[config.mk]
export PLATFORM = sky130hd
export DESIGN_NAME = scpa_ram
export DESIGN_NICKNAME = d
export VERILOG_FILES = /design/src/sv/scpa_ram.sv
export SDC_FILE = /design/constraint.sdc
export NUM_CORES = 1
export LEC_CHECK = 0
export BUFFER_PORTS_ARGS = -buffer_cell sky130_fd_sc_hd__buf_2
export CAP_MARGIN = 10
export CORE_AREA = 2 2 132 166
export CTS_CLUSTER_DIAMETER = 150
export DETAILED_ROUTE_END_ITERATION = 8
export DIE_AREA = 0 0 134 168
export GPL_TIMING_DRIVEN = 0
export PLACE_DENSITY = 0.38
export RECOVER_POWER = 25
export SLEW_MARGIN = 10
export SYNTH_ARGS = -nofsm -noshare
export SYNTH_HDL_FRONTEND = slang
export SYNTH_SLANG_ARGS = --single-unit
export TNS_END_PERCENT = 20
[constraint.sdc]
create_clock -name clk -period 2.1 [get_ports clk]
set_input_delay 0.21 -clock clk [delete_from_list [all_inputs] [get_ports clk]]
set_output_delay 0.21 -clock clk [all_outputs]
set_load 0.02 [all_outputs]
[src/sv/scpa_ram.sv]
// Generic single-port-write, single-port-read RAM with registered read.
module scpa_ram #(
  parameter int WIDTH = 8,
  parameter int DEPTH = 16
) (
  input  logic                     clk,
  input  logic                     we,
  input  logic [$clog2(DEPTH)-1:0] waddr,
  input  logic [WIDTH-1:0]         wdata,
  input  logic [$clog2(DEPTH)-1:0] raddr,
  output logic [WIDTH-1:0]         rdata
);
  logic [WIDTH-1:0] mem [DEPTH];

  always_ff @(posedge clk) begin
    if (we) mem[waddr] <= wdata;
    rdata <= mem[raddr];
  end
endmodule

==> impl_metrics.env <==
export IMPL_status="finished, final reports clean"
export IMPL_finalSetupViolations=0
export IMPL_synth_distinct_cells=19
export IMPL_finalMaxSlewViolations=0
export IMPL_diodes=0
export IMPL_max_freq_mhz=652
export IMPL_synth_xor_area_share=0
export IMPL_rows=60
export IMPL_slowest_delay_ps=710
export IMPL_min_period_ps=1530
export IMPL_grt_max_degree=17
export IMPL_ctsHoldBuffers=0
export IMPL_required_ps=2140
export IMPL_core_area_sq_um=21100
export IMPL_final_layout_size_suffix_gt1_frac=0.275
export IMPL_routedWlPerCell_microns=20.4
export IMPL_drt_pass1_iterations=4
export IMPL_yosys_area_share_simple=0.0318
export IMPL_grt_pass1_wl_mm=16.9
export IMPL_maxCapViolations=0
export IMPL_peakVddDrop_mv=0.557
export IMPL_worstPathMaxFanout=8
export IMPL_drt_wl_total_mm=11.6
export IMPL_setup_slack_ps=567
export IMPL_dieArea_sq_um=22500
export IMPL_overflow=0
export IMPL_clockBufferDepth=2
export IMPL_vias_per_cell=4.23
export IMPL_die_y_microns=168
export IMPL_place_gp_congestion=0.762
export IMPL_rsz0062_at_grt="no"
export IMPL_grt_pass1_vias=2480
export IMPL_root_buffer="clkbuf_16"
export IMPL_fin_nets=292
export IMPL_final_setup_tns_ps=0
export IMPL_htree_levels=4
export IMPL_power_density_nw_per_um2=1040
export IMPL_synthesis_nets=247
export IMPL_p_leak_nw=2.04
export IMPL_slew_limit_headroom=0.393
export IMPL_whs_path_depth=1
export IMPL_synth_top_family_by_area="multiplexers"
export IMPL_place_port_buffers=24
export IMPL_yosys_area_top_type="edfxtp_1"
export IMPL_via_count=2394
export IMPL_holdPathEnd="mem[2][1]$_DFFE_PP_"
export IMPL_cts_tree="built"
export IMPL_synth_top_cell_area_share=0.747
export IMPL_r2r_setup_slack_ps=610
export IMPL_regArea_sq_um=4000
export IMPL_num_io_pins=26
export IMPL_min_from="wdata[1]"
export IMPL_cts_buffers=17
export IMPL_antenna_found_initial=0
export IMPL_reg2reg_depth=3
export IMPL_cts_resized=0
export IMPL_netlist_instances=229
export IMPL_ant_nets=0
export IMPL_r2r_end="rdata[7]$_DFF_P_"
export IMPL_drtIter0Drc=226
export IMPL_grt_util_all_layers=0.109
export IMPL_area_growth_pct=21.7
export IMPL_cts_sinks=136
export IMPL_initial_core_util=0.244
export IMPL_skew_ps=6.32
export IMPL_syn_area_sq_um=5150
export IMPL_cp_end_kind="flop"
export IMPL_synth_compound_area_frac=0.0233
export IMPL_reg2reg_from="mem[2][7]$_DFFE_PP_"
export IMPL_post_place_ws_ps=140
export IMPL_crit_path_start="waddr[2]"
export IMPL_crit_slowest_cell="nor2_1"
export IMPL_die_w_microns=134
export IMPL_seq_area_frac_synth=0.778
export IMPL_multiInputGateArea_sq_um=1080
export IMPL_clk_latency_ps=410
export IMPL_clk_pin_slew_ps=50
export IMPL_synthMuxAreaShare=0.150
export IMPL_hold_viol=0
export IMPL_crit_chain="buf_2, or3b_2, nor2_1"
export IMPL_drc_errors=0
export IMPL_synth_adder_area_share=0
export IMPL_yosysWarnings=0
export IMPL_finalCritPeriodShare=0.730
export IMPL_startpoint_type="input pin"
export IMPL_hpwl_mm=7.40
export IMPL_arrival_ps=1570
export IMPL_tightest_slew_ps=907
export IMPL_synth_area_leaders="edfxtp_1 (75%), mux4_2 (7.9%), mux4_1 (7.1%)"
export IMPL_nFillCells=2032
export IMPL_crit_type="in -> reg"
export IMPL_hp_class="in -> reg"
export IMPL_ys_seq_elements=136
export IMPL_avgSynthCellArea_sq_um=22.5
export IMPL_postCtsSetupBuffers=0
-- cell type report --
type | instances | area share
Sequential cell | 136 | 0.639
Multi-Input combinational cell | 83 | 0.172
Clock buffer | 20 | 0.0697
Tap cell | 279 | 0.0557
Clock inverter | 12 | 0.0288
Timing Repair Buffer | 26 | 0.0206
Buffer | 10 | 0.0138
-- where the power goes --
group          switching [W]  internal [W]
Clock                0.00103       0.00208
Combinational       0.000204      0.000120
Sequential         0.0000135       0.00304
Total                0.00125       0.00524
-- cells in the final DEF (no fill, tap or decap), types with 4 or more instances in the layout --
master     count
dfxtp_1        8
edfxtp_1     128
clkinv_1       4
nand2_1        9
bufinv_16      5
mux4_2        18
clkbuf_1       8
nor3_2         4
clkbuf_16     17
mux4_1        14
a22oi_1       16
buf_2         22
nor2_1        13
-- flip-flops by register name, indices dropped and copies added (netlist names) --
register  count
rdata         8
mem         128
-- synthesized netlist by cell type --
cell type and count:
a22oi_1 16, and2_1 1, and2b_1 1, buf_2 3, buf_4 1, buf_6 3, clkdlybuf4s25_2 3, dfxtp_1 8
edfxtp_1 128, mux4_1 14, mux4_2 18, nand2_1 9, nand2b_1 2, nand3_1 1, nand3b_1 2, nor2_1 13
nor2b_1 1, nor3_1 4, or3b_2 1
-- metrics by stage --
step	total power, W	hold slack (ps)	instance area (sq um)	utilization	std cells
floorplan	0.00328	309	5150	-	229
global placement	0.00343	622	5620	0.266	532
detailed placement	0.00344	628	5650	0.268	534
CTS	0.00657	193	6270	0.297	566
global route	0.00672	223	6260	0.297	566
finish	0.00649	223	6260	0.297	566
-- worst max-delay path, delay by kind of cell --
family	cells	cell delay (ps)
and+or+nand+nor	2	1230
buffers and inverters	1	130
-- per-layer routing --
metal  wire length [microns]  GRT usage
met2                    5750      0.174
met5                       0          0
met1                    5180      0.141
met4                     158     0.0430
met3                     468     0.0310
-- cells by family after synthesis --
family,count (synthesis)
flops,136
simple gates,35
mux,32
compound gates,16
buf+inv,10
-- how the worst max path moves through the flow --
stage                                to  slack [ps]  cells after the start
floorplan           mem[0][0]$_DFFE_PP_         400                      2
global placement    mem[0][1]$_DFFE_PP_        -340                      3
detailed placement  mem[3][2]$_DFFE_PP_         140                      3
CTS                 mem[2][2]$_DFFE_PP_         560                      3
global route        mem[2][2]$_DFFE_PP_         530                      3
finish              mem[2][3]$_DFFE_PP_         570                      3
No activity file was read; power rests on OpenSTA's default activity.
